## src/rtl/mfs_pkg.sv

```systemverilog
package mfs_pkg;

    localparam int unsigned HANDLE_W  = 16;
    localparam int unsigned QVOL_W    = 17;
    localparam int unsigned FADE_W    = 21;
    localparam int unsigned ELAPSED_W = 16;
    localparam int unsigned STEP_W    = FADE_W + ELAPSED_W;
    localparam int unsigned ENGVOL_W  = 8;
    localparam int unsigned S_TDATA_W = 56;
    localparam int unsigned M_TDATA_W = 24;
    localparam int unsigned PADDR_W   = 4;

    localparam logic [FADE_W-1:0] Q20_ONE = 21'd1048576;
    localparam logic [QVOL_W-1:0] Q16_ONE = 17'd65536;

    localparam logic [FADE_W-1:0] FADE_RATE_RST   = 21'd1049;
    localparam logic [QVOL_W-1:0] MUSIC_GAIN_RST  = 17'd65536;
    localparam logic [QVOL_W-1:0] EFFECT_GAIN_RST = 17'd65536;

    localparam logic [1:0] REG_FADE_RATE   = 2'd0;
    localparam logic [1:0] REG_MUSIC_GAIN  = 2'd1;
    localparam logic [1:0] REG_EFFECT_GAIN = 2'd2;

    typedef enum logic [1:0] {
        MODE_PLAY   = 2'd0,
        MODE_STOP   = 2'd1,
        MODE_TICK   = 2'd2,
        MODE_EFFECT = 2'd3
    } mode_t;

    typedef enum logic [1:0] {
        CMD_SETVOL = 2'd0,
        CMD_STOP   = 2'd1,
        CMD_LOOP   = 2'd2,
        CMD_ONCE   = 2'd3
    } cmd_t;

    typedef enum logic [1:0] {
        PH_NONE = 2'd0,
        PH_IN   = 2'd1,
        PH_OUT  = 2'd2
    } phase_t;

    typedef enum logic [2:0] {
        ST_NONE,
        ST_PEND_OUT,
        ST_LOAD,
        ST_STOP_FADE,
        ST_STOP_NOW,
        ST_TICK,
        ST_END,
        ST_SWAP
    } st_op_t;

    typedef struct packed {
        logic   latch;
        st_op_t st_op;
        logic   vol_start;
        logic   emit;
        cmd_t   emit_cmd;
        logic   emit_last;
    } ctl_cmd_t;

    typedef struct packed {
        mode_t  mode;
        logic   cur_valid;
        logic   pend_valid;
        logic   same_track;
        phase_t phase;
        logic   use_fade;
        logic   fade_req;
        logic   tick_end;
        logic   vol_done;
        logic   out_free;
    } dp_stat_t;

endpackage

```

## src/rtl/mfs_vol.sv

```systemverilog
module mfs_vol #(
    parameter int unsigned VOLUME_FULL = 255
) (
    input  logic                               aclk,
    input  logic                               aresetn,
    input  logic                               start,
    input  logic [mfs_pkg::FADE_W-1:0]         fade,
    input  logic [mfs_pkg::QVOL_W-1:0]         vol,
    input  logic [mfs_pkg::QVOL_W-1:0]         gain,
    output logic                               done,
    output logic [mfs_pkg::ENGVOL_W-1:0]       result
);

    localparam int unsigned VF_W  = $clog2(VOLUME_FULL + 1);
    localparam logic [VF_W-1:0] VF = VF_W'(VOLUME_FULL);
    localparam int unsigned P1_W  = 2 * mfs_pkg::QVOL_W - 1;
    localparam int unsigned Q_W   = 53;
    localparam int unsigned HALF  = 26;
    localparam int unsigned HI_W  = (Q_W - HALF) + VF_W;
    localparam int unsigned LO_W  = HALF + VF_W;
    localparam int unsigned SUM_W = HI_W + 1;
    localparam int unsigned R_W   = SUM_W - HALF;
    localparam int unsigned RX_W  = (R_W > mfs_pkg::ENGVOL_W) ? R_W : mfs_pkg::ENGVOL_W;

    logic [3:0]                      v_reg, v_next;
    logic [P1_W-1:0]                 p1_reg;
    logic [mfs_pkg::FADE_W-1:0]      fs_reg;
    logic [Q_W-1:0]                  q_reg;
    logic [HI_W-1:0]                 hi_reg;
    logic [VF_W-1:0]                 lo_reg;
    logic [mfs_pkg::ENGVOL_W-1:0]    res_reg, res_next;

    logic [mfs_pkg::FADE_W-1:0]      fade_s;
    logic [mfs_pkg::QVOL_W-1:0]      vol_s, gain_s;
    logic [P1_W:0]                   p1_full;
    logic [Q_W:0]                    q_full;
    logic [HI_W-1:0]                 hi_next;
    logic [LO_W-1:0]                 lo_full;
    logic [SUM_W-1:0]                sum;
    logic [RX_W-1:0]                 r_x;

    // clamp every factor at unity before the product chain
    always_comb begin
        fade_s  = (fade > mfs_pkg::Q20_ONE) ? mfs_pkg::Q20_ONE : fade;
        vol_s   = (vol > mfs_pkg::Q16_ONE) ? mfs_pkg::Q16_ONE : vol;
        gain_s  = (gain > mfs_pkg::Q16_ONE) ? mfs_pkg::Q16_ONE : gain;
        p1_full = vol_s * gain_s;
        q_full  = p1_reg * fs_reg;
        // split the Q52 product so each scale multiply stays narrow
        hi_next = q_reg[Q_W-1:HALF] * VF;
        lo_full = q_reg[HALF-1:0] * VF;
        sum     = {1'b0, hi_reg} + SUM_W'(lo_reg);
        r_x     = RX_W'(sum[SUM_W-1:HALF]);
        res_next = (r_x > RX_W'(255)) ? 8'd255 : r_x[mfs_pkg::ENGVOL_W-1:0];
        v_next  = {v_reg[2:0], start};
    end

    always_ff @(posedge aclk) begin
        if (!aresetn) begin
            v_reg <= '0;
        end else begin
            v_reg <= v_next;
        end
    end

    always_ff @(posedge aclk) begin
        if (start) begin
            p1_reg <= p1_full[P1_W-1:0];
            fs_reg <= fade_s;
        end
        if (v_reg[0]) begin
            q_reg <= q_full[Q_W-1:0];
        end
        if (v_reg[1]) begin
            hi_reg <= hi_next;
            lo_reg <= lo_full[LO_W-1:HALF];
        end
        if (v_reg[2]) begin
            res_reg <= res_next;
        end
    end

    assign done   = v_reg[3];
    assign result = res_reg;

    a_one_in_flight: assert property (@(posedge aclk) disable iff (!aresetn)
        $onehot0(v_reg))
        else $error("volume chain holds more than one request");

endmodule

```

## src/rtl/mfs_dp.sv

```systemverilog
module mfs_dp #(
    parameter int unsigned VOLUME_FULL = 255
) (
    input  logic                              aclk,
    input  logic                              aresetn,
    input  mfs_pkg::ctl_cmd_t                 cmd,
    output mfs_pkg::dp_stat_t                 stat,
    input  logic [mfs_pkg::S_TDATA_W-1:0]     s_axis_tdata,
    input  logic [1:0]                        s_axis_tuser,
    input  logic [mfs_pkg::FADE_W-1:0]        fade_rate,
    input  logic [mfs_pkg::QVOL_W-1:0]        music_gain,
    input  logic [mfs_pkg::QVOL_W-1:0]        effect_gain,
    output logic                              m_axis_tvalid,
    input  logic                              m_axis_tready,
    output logic [mfs_pkg::M_TDATA_W-1:0]     m_axis_tdata,
    output logic [1:0]                        m_axis_tuser,
    output logic                              m_axis_tlast
);

    localparam int unsigned LV_W = mfs_pkg::STEP_W + 1;

    // latched request
    mfs_pkg::mode_t                    in_mode_reg;
    logic [mfs_pkg::HANDLE_W-1:0]      in_handle_reg;
    logic [mfs_pkg::QVOL_W-1:0]        in_vol_reg;
    logic                              in_fade_req_reg;
    logic                              in_allows_reg;
    logic [mfs_pkg::STEP_W-1:0]        step_reg;
    logic [mfs_pkg::STEP_W-1:0]        step_next;

    // playback state
    logic                              cur_valid_reg, cur_valid_next;
    logic [mfs_pkg::HANDLE_W-1:0]      cur_track_reg, cur_track_next;
    logic [mfs_pkg::QVOL_W-1:0]        cur_vol_reg, cur_vol_next;
    logic                              pend_valid_reg, pend_valid_next;
    logic [mfs_pkg::HANDLE_W-1:0]      pend_track_reg, pend_track_next;
    logic [mfs_pkg::QVOL_W-1:0]        pend_vol_reg, pend_vol_next;
    logic [mfs_pkg::FADE_W-1:0]        fade_reg, fade_next;
    mfs_pkg::phase_t                   phase_reg, phase_next;

    // output register
    logic                              out_valid_reg, out_valid_next;
    mfs_pkg::cmd_t                     out_cmd_reg;
    logic [mfs_pkg::HANDLE_W-1:0]      out_handle_reg;
    logic [mfs_pkg::ENGVOL_W-1:0]      out_volume_reg;
    logic                              out_last_reg;

    logic                              use_fade, tick_end, is_fx, out_free;
    logic [LV_W-1:0]                   lv;
    logic [mfs_pkg::FADE_W-1:0]        vsel_fade;
    logic [mfs_pkg::QVOL_W-1:0]        vsel_vol, vsel_gain;
    logic                              vol_done;
    logic [mfs_pkg::ENGVOL_W-1:0]      vol_result;
    logic [mfs_pkg::HANDLE_W-1:0]      emit_handle;

    assign step_next = fade_rate * s_axis_tdata[50:35];
    assign use_fade  = in_fade_req_reg & in_allows_reg;
    assign tick_end  = step_reg >= mfs_pkg::STEP_W'(fade_reg);
    assign lv        = LV_W'(fade_reg) + LV_W'(step_reg);
    assign is_fx     = (in_mode_reg == mfs_pkg::MODE_EFFECT);
    assign out_free  = !out_valid_reg || m_axis_tready;

    assign vsel_fade   = is_fx ? mfs_pkg::Q20_ONE : fade_reg;
    assign vsel_vol    = is_fx ? in_vol_reg : cur_vol_reg;
    assign vsel_gain   = is_fx ? effect_gain : music_gain;
    assign emit_handle = is_fx ? in_handle_reg : cur_track_reg;

    mfs_vol #(
        .VOLUME_FULL (VOLUME_FULL)
    ) u_vol (
        .aclk    (aclk),
        .aresetn (aresetn),
        .start   (cmd.vol_start),
        .fade    (vsel_fade),
        .vol     (vsel_vol),
        .gain    (vsel_gain),
        .done    (vol_done),
        .result  (vol_result)
    );

    always_comb begin
        cur_valid_next  = cur_valid_reg;
        cur_track_next  = cur_track_reg;
        cur_vol_next    = cur_vol_reg;
        pend_valid_next = pend_valid_reg;
        pend_track_next = pend_track_reg;
        pend_vol_next   = pend_vol_reg;
        fade_next       = fade_reg;
        phase_next      = phase_reg;
        case (cmd.st_op)
            mfs_pkg::ST_PEND_OUT: begin
                pend_valid_next = 1'b1;
                pend_track_next = in_handle_reg;
                pend_vol_next   = in_vol_reg;
                phase_next      = mfs_pkg::PH_OUT;
            end
            mfs_pkg::ST_LOAD: begin
                cur_valid_next  = 1'b1;
                cur_track_next  = in_handle_reg;
                cur_vol_next    = in_vol_reg;
                pend_valid_next = 1'b0;
                fade_next       = use_fade ? '0 : mfs_pkg::Q20_ONE;
                phase_next      = use_fade ? mfs_pkg::PH_IN : mfs_pkg::PH_NONE;
            end
            mfs_pkg::ST_STOP_FADE: begin
                pend_valid_next = 1'b0;
                phase_next      = mfs_pkg::PH_OUT;
            end
            mfs_pkg::ST_STOP_NOW: begin
                cur_valid_next  = 1'b0;
                cur_vol_next    = '0;
                pend_valid_next = 1'b0;
                fade_next       = '0;
                phase_next      = mfs_pkg::PH_NONE;
            end
            mfs_pkg::ST_TICK: begin
                if (phase_reg == mfs_pkg::PH_IN) begin
                    if (lv >= LV_W'(mfs_pkg::Q20_ONE)) begin
                        fade_next  = mfs_pkg::Q20_ONE;
                        phase_next = mfs_pkg::PH_NONE;
                    end else begin
                        fade_next = lv[mfs_pkg::FADE_W-1:0];
                    end
                end else if (phase_reg == mfs_pkg::PH_OUT) begin
                    if (tick_end) begin
                        fade_next  = '0;
                        phase_next = mfs_pkg::PH_NONE;
                    end else begin
                        fade_next = fade_reg - step_reg[mfs_pkg::FADE_W-1:0];
                    end
                end
            end
            mfs_pkg::ST_END: begin
                cur_valid_next = 1'b0;
                cur_vol_next   = '0;
            end
            mfs_pkg::ST_SWAP: begin
                cur_valid_next  = 1'b1;
                cur_track_next  = pend_track_reg;
                cur_vol_next    = pend_vol_reg;
                pend_valid_next = 1'b0;
                phase_next      = mfs_pkg::PH_IN;
            end
            default: begin
            end
        endcase
    end

    always_comb begin
        if (cmd.emit) begin
            out_valid_next = 1'b1;
        end else if (m_axis_tready) begin
            out_valid_next = 1'b0;
        end else begin
            out_valid_next = out_valid_reg;
        end
    end

    always_ff @(posedge aclk) begin
        if (!aresetn) begin
            cur_valid_reg  <= 1'b0;
            cur_track_reg  <= '0;
            cur_vol_reg    <= '0;
            pend_valid_reg <= 1'b0;
            pend_track_reg <= '0;
            pend_vol_reg   <= '0;
            fade_reg       <= '0;
            phase_reg      <= mfs_pkg::PH_NONE;
            out_valid_reg  <= 1'b0;
        end else begin
            cur_valid_reg  <= cur_valid_next;
            cur_track_reg  <= cur_track_next;
            cur_vol_reg    <= cur_vol_next;
            pend_valid_reg <= pend_valid_next;
            pend_track_reg <= pend_track_next;
            pend_vol_reg   <= pend_vol_next;
            fade_reg       <= fade_next;
            phase_reg      <= phase_next;
            out_valid_reg  <= out_valid_next;
        end
    end

    always_ff @(posedge aclk) begin
        if (cmd.latch) begin
            in_mode_reg     <= mfs_pkg::mode_t'(s_axis_tuser);
            in_handle_reg   <= s_axis_tdata[15:0];
            in_vol_reg      <= s_axis_tdata[32:16];
            in_fade_req_reg <= s_axis_tdata[33];
            in_allows_reg   <= s_axis_tdata[34];
            step_reg        <= step_next;
        end
        if (cmd.emit) begin
            out_cmd_reg    <= cmd.emit_cmd;
            out_handle_reg <= emit_handle;
            out_volume_reg <= (cmd.emit_cmd == mfs_pkg::CMD_SETVOL) ? vol_result : '0;
            out_last_reg   <= cmd.emit_last;
        end
    end

    always_comb begin
        stat.mode       = in_mode_reg;
        stat.cur_valid  = cur_valid_reg;
        stat.pend_valid = pend_valid_reg;
        stat.same_track = (in_handle_reg == cur_track_reg);
        stat.phase      = phase_reg;
        stat.use_fade   = use_fade;
        stat.fade_req   = in_fade_req_reg;
        stat.tick_end   = tick_end;
        stat.vol_done   = vol_done;
        stat.out_free   = out_free;
    end

    assign m_axis_tvalid = out_valid_reg;
    assign m_axis_tdata  = {out_volume_reg, out_handle_reg};
    assign m_axis_tuser  = out_cmd_reg;
    assign m_axis_tlast  = out_last_reg;

    a_fade_bound: assert property (@(posedge aclk) disable iff (!aresetn)
        fade_reg <= mfs_pkg::Q20_ONE)
        else $error("fade level above unity");

    a_fade_out_needs_track: assert property (@(posedge aclk) disable iff (!aresetn)
        (phase_reg == mfs_pkg::PH_OUT) |-> cur_valid_reg)
        else $error("fade-out with no current track");

endmodule

```

## src/rtl/mfs_ctrl.sv

```systemverilog
module mfs_ctrl (
    input  logic                aclk,
    input  logic                aresetn,
    input  logic                s_axis_tvalid,
    output logic                s_axis_tready,
    input  mfs_pkg::dp_stat_t   stat,
    output mfs_pkg::ctl_cmd_t   cmd
);

    typedef enum logic [3:0] {
        S_IDLE,
        S_DECODE,
        S_TICK,
        S_STOP_SW,
        S_LOAD,
        S_VOL_GO,
        S_VOL_WAIT,
        S_SETVOL,
        S_LOOP,
        S_ONCE,
        S_STOP_USER,
        S_STOP_END,
        S_SWAP
    } state_t;

    typedef enum logic [1:0] {
        AFT_NONE,
        AFT_LOOP,
        AFT_ONCE,
        AFT_STOP_END
    } after_t;

    state_t state_reg, state_next;
    after_t after_reg, after_next;

    always_comb begin
        state_next = state_reg;
        after_next = after_reg;
        cmd        = '0;
        cmd.st_op    = mfs_pkg::ST_NONE;
        cmd.emit_cmd = mfs_pkg::CMD_SETVOL;
        case (state_reg)
            S_IDLE: begin
                if (s_axis_tvalid) begin
                    cmd.latch  = 1'b1;
                    state_next = S_DECODE;
                end
            end
            S_DECODE: begin
                case (stat.mode)
                    mfs_pkg::MODE_PLAY: begin
                        if (stat.cur_valid && stat.same_track &&
                            stat.phase != mfs_pkg::PH_OUT) begin
                            state_next = S_IDLE;
                        end else if (stat.cur_valid && stat.use_fade) begin
                            cmd.st_op  = mfs_pkg::ST_PEND_OUT;
                            state_next = S_IDLE;
                        end else if (stat.cur_valid) begin
                            state_next = S_STOP_SW;
                        end else begin
                            state_next = S_LOAD;
                        end
                    end
                    mfs_pkg::MODE_STOP: begin
                        if (!stat.cur_valid) begin
                            state_next = S_IDLE;
                        end else if (stat.fade_req) begin
                            cmd.st_op  = mfs_pkg::ST_STOP_FADE;
                            state_next = S_IDLE;
                        end else begin
                            state_next = S_STOP_USER;
                        end
                    end
                    mfs_pkg::MODE_TICK: begin
                        state_next = (stat.phase == mfs_pkg::PH_NONE) ? S_IDLE : S_TICK;
                    end
                    default: begin
                        after_next = AFT_ONCE;
                        state_next = S_VOL_GO;
                    end
                endcase
            end
            S_TICK: begin
                cmd.st_op = mfs_pkg::ST_TICK;
                if (stat.phase == mfs_pkg::PH_OUT && stat.tick_end) begin
                    if (stat.cur_valid) begin
                        after_next = AFT_STOP_END;
                        state_next = S_VOL_GO;
                    end else if (stat.pend_valid) begin
                        state_next = S_SWAP;
                    end else begin
                        state_next = S_IDLE;
                    end
                end else if (stat.cur_valid) begin
                    after_next = AFT_NONE;
                    state_next = S_VOL_GO;
                end else begin
                    state_next = S_IDLE;
                end
            end
            S_STOP_SW: begin
                if (stat.out_free) begin
                    cmd.emit     = 1'b1;
                    cmd.emit_cmd = mfs_pkg::CMD_STOP;
                    state_next   = S_LOAD;
                end
            end
            S_LOAD: begin
                cmd.st_op  = mfs_pkg::ST_LOAD;
                after_next = AFT_LOOP;
                state_next = S_VOL_GO;
            end
            S_VOL_GO: begin
                cmd.vol_start = 1'b1;
                state_next    = S_VOL_WAIT;
            end
            S_VOL_WAIT: begin
                if (stat.vol_done) begin
                    state_next = S_SETVOL;
                end
            end
            S_SETVOL: begin
                if (stat.out_free) begin
                    cmd.emit      = 1'b1;
                    cmd.emit_cmd  = mfs_pkg::CMD_SETVOL;
                    cmd.emit_last = (after_reg == AFT_NONE);
                    case (after_reg)
                        AFT_LOOP:     state_next = S_LOOP;
                        AFT_ONCE:     state_next = S_ONCE;
                        AFT_STOP_END: state_next = S_STOP_END;
                        default:      state_next = S_IDLE;
                    endcase
                end
            end
            S_LOOP: begin
                if (stat.out_free) begin
                    cmd.emit      = 1'b1;
                    cmd.emit_cmd  = mfs_pkg::CMD_LOOP;
                    cmd.emit_last = 1'b1;
                    state_next    = S_IDLE;
                end
            end
            S_ONCE: begin
                if (stat.out_free) begin
                    cmd.emit      = 1'b1;
                    cmd.emit_cmd  = mfs_pkg::CMD_ONCE;
                    cmd.emit_last = 1'b1;
                    state_next    = S_IDLE;
                end
            end
            S_STOP_USER: begin
                if (stat.out_free) begin
                    cmd.emit      = 1'b1;
                    cmd.emit_cmd  = mfs_pkg::CMD_STOP;
                    cmd.emit_last = 1'b1;
                    cmd.st_op     = mfs_pkg::ST_STOP_NOW;
                    state_next    = S_IDLE;
                end
            end
            S_STOP_END: begin
                // stop the faded track, then start the queued one if any
                if (stat.out_free) begin
                    cmd.emit      = 1'b1;
                    cmd.emit_cmd  = mfs_pkg::CMD_STOP;
                    cmd.emit_last = !stat.pend_valid;
                    cmd.st_op     = mfs_pkg::ST_END;
                    state_next    = stat.pend_valid ? S_SWAP : S_IDLE;
                end
            end
            S_SWAP: begin
                cmd.st_op  = mfs_pkg::ST_SWAP;
                after_next = AFT_LOOP;
                state_next = S_VOL_GO;
            end
            default: begin
                state_next = S_IDLE;
            end
        endcase
    end

    always_ff @(posedge aclk) begin
        if (!aresetn) begin
            state_reg <= S_IDLE;
            after_reg <= AFT_NONE;
        end else begin
            state_reg <= state_next;
            after_reg <= after_next;
        end
    end

    assign s_axis_tready = (state_reg == S_IDLE);

    a_emit_when_free: assert property (@(posedge aclk) disable iff (!aresetn)
        cmd.emit |-> stat.out_free)
        else $error("result loaded over an untaken one");

    a_done_while_waiting: assert property (@(posedge aclk) disable iff (!aresetn)
        stat.vol_done |-> (state_reg == S_VOL_WAIT))
        else $error("volume result arrived outside the wait state");

endmodule

```

## src/rtl/music_fade_switch_sequencer.sv

```systemverilog
// Channel   Dir  Signals                     Contents
// requests  in   s_axis_t{valid,ready,data,  tuser: mode; tdata: handle, volume,
//                user}                       fade flags, elapsed ms
// results   out  m_axis_t{valid,ready,data,  tuser: command; tdata: handle,
//                user,last}                  volume; tlast: last of run
// config    in   APB psel..prdata            fade_rate, music_gain, effect_gain
//
// A request that causes no result holds the block only for its idle and decode
// states; a fade-out that ends and starts the queued track holds it longest; each
// engine volume passes the four-stage multiplier chain before its result is sent.
// Reset (aresetn low, synchronous) clears playback state and the result register.
// A stalled result channel holds the controller before its next result only.
module music_fade_switch_sequencer #(
    parameter int unsigned VOLUME_FULL = 255
) (
    input  logic                              aclk,
    input  logic                              aresetn,
    input  logic                              s_axis_tvalid,
    output logic                              s_axis_tready,
    // [15:0] track_handle, [32:16] source_volume, [33] fade_requested,
    // [34] track_allows_fade, [50:35] elapsed_ms, [55:51] zero
    input  logic [mfs_pkg::S_TDATA_W-1:0]     s_axis_tdata,
    // [1:0] mode
    input  logic [1:0]                        s_axis_tuser,
    output logic                              m_axis_tvalid,
    input  logic                              m_axis_tready,
    // [15:0] target_handle, [23:16] volume
    output logic [mfs_pkg::M_TDATA_W-1:0]     m_axis_tdata,
    // [1:0] command
    output logic [1:0]                        m_axis_tuser,
    output logic                              m_axis_tlast,
    input  logic                              psel,
    input  logic                              penable,
    input  logic                              pwrite,
    input  logic [mfs_pkg::PADDR_W-1:0]       paddr,
    input  logic [31:0]                       pwdata,
    output logic [31:0]                       prdata,
    output logic                              pready
);

    logic [mfs_pkg::FADE_W-1:0] fade_rate_reg;
    logic [mfs_pkg::QVOL_W-1:0] music_gain_reg;
    logic [mfs_pkg::QVOL_W-1:0] effect_gain_reg;
    logic                       cfg_wr;
    logic [1:0]                 reg_idx;

    mfs_pkg::ctl_cmd_t cmd;
    mfs_pkg::dp_stat_t stat;

    assign pready  = 1'b1;
    assign cfg_wr  = psel & penable & pwrite;
    assign reg_idx = paddr[3:2];

    always_ff @(posedge aclk) begin
        if (!aresetn) begin
            fade_rate_reg   <= mfs_pkg::FADE_RATE_RST;
            music_gain_reg  <= mfs_pkg::MUSIC_GAIN_RST;
            effect_gain_reg <= mfs_pkg::EFFECT_GAIN_RST;
        end else if (cfg_wr) begin
            case (reg_idx)
                mfs_pkg::REG_FADE_RATE:   fade_rate_reg   <= pwdata[mfs_pkg::FADE_W-1:0];
                mfs_pkg::REG_MUSIC_GAIN:  music_gain_reg  <= pwdata[mfs_pkg::QVOL_W-1:0];
                mfs_pkg::REG_EFFECT_GAIN: effect_gain_reg <= pwdata[mfs_pkg::QVOL_W-1:0];
                default: begin
                end
            endcase
        end
    end

    always_comb begin
        case (reg_idx)
            mfs_pkg::REG_FADE_RATE:   prdata = 32'(fade_rate_reg);
            mfs_pkg::REG_MUSIC_GAIN:  prdata = 32'(music_gain_reg);
            mfs_pkg::REG_EFFECT_GAIN: prdata = 32'(effect_gain_reg);
            default:                  prdata = '0;
        endcase
    end

    mfs_ctrl u_ctrl (
        .aclk          (aclk),
        .aresetn       (aresetn),
        .s_axis_tvalid (s_axis_tvalid),
        .s_axis_tready (s_axis_tready),
        .stat          (stat),
        .cmd           (cmd)
    );

    mfs_dp #(
        .VOLUME_FULL (VOLUME_FULL)
    ) u_dp (
        .aclk          (aclk),
        .aresetn       (aresetn),
        .cmd           (cmd),
        .stat          (stat),
        .s_axis_tdata  (s_axis_tdata),
        .s_axis_tuser  (s_axis_tuser),
        .fade_rate     (fade_rate_reg),
        .music_gain    (music_gain_reg),
        .effect_gain   (effect_gain_reg),
        .m_axis_tvalid (m_axis_tvalid),
        .m_axis_tready (m_axis_tready),
        .m_axis_tdata  (m_axis_tdata),
        .m_axis_tuser  (m_axis_tuser),
        .m_axis_tlast  (m_axis_tlast)
    );

endmodule
```

## config.mk

```make
export PLATFORM = sky130hd
export DESIGN_NAME = music_fade_switch_sequencer
export DESIGN_NICKNAME = d
export VERILOG_FILES = /design/src/rtl/mfs_pkg.sv /design/src/rtl/mfs_vol.sv /design/src/rtl/mfs_dp.sv /design/src/rtl/mfs_ctrl.sv /design/src/rtl/music_fade_switch_sequencer.sv
export SDC_FILE = /design/constraint.sdc
export NUM_CORES = 2
export LEC_CHECK = 0
export BUFFER_PORTS_ARGS = -buffer_cell sky130_fd_sc_hd__buf_2
export CORE_AREA = 2 2 377 379
export DETAILED_ROUTE_END_ITERATION = 8
export DIE_AREA = 0 0 379 381
export GPL_TIMING_DRIVEN = 0
export PLACE_DENSITY = 0.69
export SLEW_MARGIN = 20
export SYNTH_ARGS = -nofsm -noshare
export SYNTH_HDL_FRONTEND = slang
export SYNTH_SLANG_ARGS = --single-unit
```

## constraint.sdc

```tcl
create_clock -name aclk -period 12.2 [get_ports aclk]
set_input_delay 1.83 -clock aclk [delete_from_list [all_inputs] [get_ports aclk]]
set_output_delay 1.83 -clock aclk [all_outputs]
set_load 0.02 [all_outputs]
```

## Word level (Yosys, flattened, before mapping)

Index checks and enable logic that the tools add are counted.

| operators by class | value |
|---|---|
| equal/unequal tests | 42 |
| order comparisons | 6 |
| multiplexer cells | 68 |
| add/sub/neg operators | 3 |
| multiply operators | 5 |
| reduce and logical (&&, ||, !) cells | 35 |
| bitwise logic cells | 3 |

Operators by type and width:

| cell | count |
|---|---|
| $mux W21 | 6 |
| $pmux W21 S3 | 2 |
| $mux W4 | 18 |
| $mux W17 | 4 |
| $mul A33 B21 Y53 | 1 |
| $pmux W17 S3 | 1 |
| $pmux W4 S10 | 1 |
| $add A21 B37 Y38 | 1 |
| $ge A38 B21 Y1 const B | 1 |
| $ge A37 B21 Y1 | 1 |
| $mul A21 B16 Y37 | 1 |
| $add A35 B8 Y36 | 1 |
| $pmux W3 S6 | 2 |
| $mul A27 B8 Y35 const B | 1 |
| $gt A17 B17 Y1 const B | 2 |
| $mul A26 B8 Y34 const B | 1 |
| $mul A17 B17 Y33 | 1 |
| $pmux W16 S2 | 1 |
| $pmux W4 S3 | 2 |
| $gt A21 B21 Y1 const B | 1 |
| $mux W3 | 7 |
| $sub A21 B21 Y21 | 1 |
| $eq A4 B4 Y1 const B | 5 |
| $mux W2 | 10 |
| 38 further kinds | 90 |

| storage, ports and cells | value |
|---|---|
| flip-flop bits (word level) | 416 |
| word-level logic and storage cells | 193 |
| bits of input ports | 101 |
| output and inout port bits | 62 |

## Longest topological paths before layout

| depth | value |
|---|---|
| depth in word-level cells | 10 |
| gate-level depth with buffers | 32 |
| depth with buffers taken out | 29 |

## Cells and area by module

Synthesis repeated with hierarchy kept, for this count alone.

| unflattened totals | value |
|---|---|
| cell total of the unflattened synthesis | 7,650 |
| area total of the unflattened synthesis | 71,083.2 µm² |

Modules (own cells, without submodules):

| module | sequential area each (µm²) | area each (µm²) | instances | cells an instance |
|---|---|---|---|---|
| mfs_vol | 4,824.6 | 45,487.4 | 1 | 4,805 |
| mfs_dp | 4,874.7 | 22,190.0 | 1 | 2,443 |
| music_fade_switch_sequencer | 1,101.1 | 2,612.5 | 1 | 288 |
| mfs_ctrl | 120.1 | 793.3 | 1 | 114 |

## Worst setup path before layout

OpenSTA, ideal clock, no wires.

| path | value |
|---|---|
| path type | input port to flip-flop |
| start point | in s_axis_tdata[36] in the netlist's numbering |
| end point | reg u_dp.step_reg[33] in the netlist's numbering (data pin) |
| required time | 12,042 ps |
| setup slack | 3,832 ps |
| stages on the path | 25 |
| setup time | 158 ps |
| arrival | 8,210 ps |
| buffers on the path | 1 |
| cell sequence | clkbuf_1 > nand2_1 > fa_1 > inv_1 > fa_1 > inv_1 > fa_1 > inv_1 > fa_1 > inv_1 > fa_1 > inv_1 > fa_1 > ha_1 > a21o_1 > a21oi_1 > nor2b_1 > a311o_1 > a21oi_1 > o211a_1 > o31a_1 > a311oi_1 > a311oi_1 > or4b_2 > o211ai_1 |

| between the ends | value |
|---|---|
| longest elaborated chain between the ends | 1 |

RTL lines:

| what | RTL line | RTL |
|---|---|---|
| start, declared | music_fade_switch_sequencer.sv:22 | `input logic [mfs_pkg::S_TDATA_W-1:0] s_axis_tdata,` |
| $mul A21 B16 Y37 | mfs_dp.sv:56 | `assign step_next = fade_rate * s_axis_tdata[50:35];` |
| via u_dp.step_next (one bit) | mfs_dp.sv:29 | `logic [mfs_pkg::STEP_W-1:0] step_next;` |
| end signal, assigned | mfs_dp.sv:190 | `step_reg <= step_next;` |
| end, declared | mfs_dp.sv:28 | `logic [mfs_pkg::STEP_W-1:0] step_reg;` |

The timed path passes the listed nets, and every way through them passes these cells.
A chain may end at the register's enable or synchronous reset.

## Final worst setup path

| path | value |
|---|---|
| start point | reg u_dp.in_mode_reg[1] |
| end point | reg u_dp.u_vol.p1_reg[32] (data pin) |

| between the ends | value |
|---|---|
| longest elaborated chain between the ends | 5 |
| elaborated cells between the ends (all ways) | 8 |
| those cells by class | 1 x mul; 2 x order compare; 1 x eq/ne; 4 x mux |

RTL lines:

| what | RTL line | RTL |
|---|---|---|
| start, declared | mfs_dp.sv:23 | `mfs_pkg::mode_t in_mode_reg;` |
| start signal, assigned | mfs_dp.sv:185 | `in_mode_reg <= mfs_pkg::mode_t'(s_axis_tuser);` |
| $eq A2 B2 Y1 * | mfs_dp.sv:60 | `assign is_fx = (in_mode_reg == mfs_pkg::MODE_EFFECT);` |
| $mux W17, on equally long branches | mfs_dp.sv:64, mfs_dp.sv:65 |  |
| $gt A17 B17 Y1, on equally long branches | mfs_vol.sv:45, mfs_vol.sv:46 |  |
| $mux W17, on equally long branches | mfs_vol.sv:45, mfs_vol.sv:46 |  |
| $mul A17 B17 Y33 * | mfs_vol.sv:47 | `p1_full = vol_s * gain_s;` |
| via u_dp.u_vol.p1_full[32] | mfs_vol.sv:35 | `logic [P1_W:0] p1_full;` |
| end signal, assigned | mfs_vol.sv:68 | `p1_reg <= p1_full[P1_W-1:0];` |
| end, declared | mfs_vol.sv:26 | `logic [P1_W-1:0] p1_reg;` |

Mark *: on every way through the listed nets, which the timed path passes. The rest lies on a longest branch.

==> run_results.csv <==
group,metric,value,unit
status,status,"completed",
run,cap_violations,0,
sta,fmax,99.51,MHz
detailed_routing,ant_nets,0,
synth,synthCells,7528,
worst_setup_path,worstSetupPathType,"reg2reg",
grt,grt_pass1_wl,307.4,mm
clock_network,path_clk_slew,0.06,ns
worst_setup_path,crit_slowest_cell,"buf_1",
grt,overflow,0,
detailed_routing,drc_errors,0,
clock_network,cts_setup_buffers,0,
worst_setup_path,cp_top_family,"adder cells",
synth,ys_warn_count,0,
detailed_routing,vias_per_cell,5.418,
grt,grt_max_degree,55,
synth,synth_ff_type,"edfxtp_1",
grt,grt_pass1_vias,54263,
synth,synth_cell_types,88,
synth,async_flop_share,0,
grt,antenna_found_initial,12,
floorplanning,start_util,0.4957,
sta,slew_violations,0,
sta,fin_skew,0.01678,ns
worst_setup_path,slowest_delay,0.81,ns
clock_network,clk_path_buf_depth,3,
sta,rsz0062_at_grt,"no",
synth,synth.cell_area,69670,sq um
worst_setup_path,path_max_fanout,10,
clock_network,clock_latency,0.64,ns
synth,yosys-top-cells-count,"inv_1, fa_1, nand2_1, ha_1, and2_1",
floorplanning,rows,138,
floorplanning,dieArea,144400,sq um
sta,hold_viol_final,0,
sta,fin_setup_tns,0,ns
finish,largest_register_ffs,53,
synth,ys_seq_elements,416,
floorplanning,core_area,140600,sq um
worst_setup_path,cp.required,12.59,ns
worst_setup_path,end_kind,"flip-flop",
clock_network,cts_resized,0,
detailed_routing,drt_wl_total,196.1,mm
sta,worstMarginPinSlew,1.219,ns
synth,synth_top_area_frac,0.3787,
synth,synth_top_cell_by_area,"fa_1",
sta,setup_viol,0,
clock_network,h-tree-depth,2,
finish,nFillCells,12978,
detailed_routing,firstDrtPassIters,7,
clock_network,cts_root_buf,"clkbuf_16",
place,io_buffers,132,
clock_network,postCtsHoldBufs,0,
sta,finalCritPeriodShare,0.8237,
synth,synth_edf_count,259,
synth,ys_seq_area_frac,0.1568,
worst_setup_path,crit_chain,"ha_1 -> buf_1 -> buf_1 -> mux2i_1 -> nor2_1 -> clkbuf_1 -> nand2_1 -> fa_1 -> inv_1 -> fa_1 -> fa_1 -> fa_1 -> fa_1 -> fa_1 -> ha_1 -> nand3_1 -> o21ai_0 -> a21oi_1 -> a311oi_1 -> a21oi_1 -> a21oi_1 -> nand4_1 -> nand4b_1 -> xnor2_1",
clock_network,cts_tree,"yes",
sta,min_period,10.05,ns
finish,area_growth,6.760,%
synth,synth.avg_cell_area,9.254,sq um
place,detailed_place_hpwl,164.9,mm
clock_network,cts_made_buffers,49,
worst_setup_path,cp.arrival,10.43,ns
hold_path,hp-class,"reg2reg",
detailed_routing,wire_per_inst,20.30,um
finish,nets,9697,
worst_setup_path,critPathBufInv,4,
detailed_routing,vias,52326,
floorplanning,die_w,379,um
floorplanning,die_h,381,um
place,place_congestion,0.9803,
clock_network,clock-sinks,416,
floorplanning,io-pin-count,163,
grt,grt_use_total,0.2751,
synth,yosysMostFrequentCell,"inv_1",
synth,ys_top_cells_by_area,"fa_1, edfxtp_1, ha_1, inv_1, nand2_1",
detailed_routing,drt_iter0_drc,3671,
worst_setup_path,startpoint_type,"flip-flop",
finish,layout-drive-gt1-share,0.04095,
worst_setup_path,crit_top_cell,"fa_1",
sta,relSlewSlack,0.1872,
[layout make-up]
type	count	area, sq um	area share
inverters	1526	5728	0.07701
well taps	1890	2365	0.03179
plain buffers	356	1426	0.01918
multi-input cells	5240	51660	0.6946
clock buffers	62	1296	0.01743
repair buffers	136	763.2	0.01026
flip-flops and latches	416	10930	0.1469
diodes	2	5.005	0.00006729
clock inverters	29	207.7	0.002793
[layout by cell type (no fill, tap or decap), drive strengths merged, types with 20 or more instances in the layout]
cell type  synthesis  final
dfxtp            157    157
nor2             320    320
nand2b            30     30
fa              1318   1318
a21o              82     82
and2             401    401
a211oi            43     43
xnor2            135    135
o21bai            32     32
nor2b             47     47
a31oi             22     22
ha               553    553
nor4              41     41
xor2              57     57
and3              30     30
o21ai            174    174
o21a              30     30
nor3              86     86
mux2i             81     81
nand3             61     61
edfxtp           259    259
mux2              46     46
a21oi            261    261
clkbuf           321    383
nand4             29     29
buf               35    171
clkinv             1     20
nand2           1152   1152
inv             1525   1530
[layer usage]
layer / GRT usage / part of all wire / vias to the layer above
met5: 0 / 0.00047 / -
met4: 0.09259 / 0.041 / 14
met3: 0.04316 / 0.076 / 389
met2: 0.4462 / 0.46 / 2019
met1: 0.3760 / 0.42 / 26275
li1: - / - / 23629
[worst reg2reg max path, stage by stage (launching register included)]
cell      delay, ns
edfxtp_1       0.63
ha_1           0.37
buf_1          0.49
buf_1          0.81
mux2i_1        0.45
nor2_1         0.54
clkbuf_1       0.69
nand2_1        0.20
fa_1           0.61
inv_1          0.07
fa_1           0.48
fa_1           0.57
fa_1           0.45
fa_1           0.52
fa_1           0.48
ha_1           0.40
nand3_1        0.14
o21ai_0        0.44
a21oi_1        0.19
a311oi_1       0.55
a21oi_1        0.18
a21oi_1        0.23
nand4_1        0.13
nand4b_1       0.11
xnor2_1        0.08
[through the flow]
step | instance area [sq um] | instances | hold slack (ns) | setup slack (ns) | util
finish | 74380 | 9657 | 0.4506 | 2.150 | 0.5292
global route | 74380 | 9657 | 0.4687 | 1.910 | 0.5292
CTS | 74370 | 9655 | 0.4535 | 2.333 | 0.5291
detailed placement | 72860 | 9564 | 0.4447 | 2.378 | 0.5184
global placement | 72730 | 9560 | 0.4387 | 2.351 | 0.5175
floorplan | 69700 | 7538 | 0.4297 | 3.832 | -
[logic make-up after synthesis]
| group | synth area share |
|---|---|
| adder cells (fa/ha/maj) | 0.4781 |
| buffers and inverters | 0.1027 |
| other | 0.0001078 |
| AO/OA/AOI/OAI | 0.07125 |
| AND/OR/NAND/NOR | 0.1480 |
| flip-flops | 0.1568 |
| multiplexers | 0.01907 |
| XOR/XNOR | 0.02414 |
[final timing paths]
| kind | from | endpoint | slack [ns] | cells past startpoint |
|---|---|---|---|---|
| worst min register to register | u_dp.pend_vol_reg[6]$_SDFFE_PN0P_ | u_dp.cur_vol_reg[6]$_SDFFE_PN0P_ | 0.45 | 2 |
| worst max register to register | u_dp.in_mode_reg[1]$_DFFE_PP_ | u_dp.u_vol.p1_reg[32]$_DFFE_PP_ | 2.15 | 24 |
| worst min-delay path | u_dp.pend_vol_reg[6]$_SDFFE_PN0P_ | u_dp.cur_vol_reg[6]$_SDFFE_PN0P_ | 0.45 | 2 |
| worst max-delay path | u_dp.in_mode_reg[1]$_DFFE_PP_ | u_dp.u_vol.p1_reg[32]$_DFFE_PP_ | 2.15 | 24 |
Power is left out: the tool's default activity adds up to more than one toggle a clock period on the data nets, which glitch-free logic cannot reach.
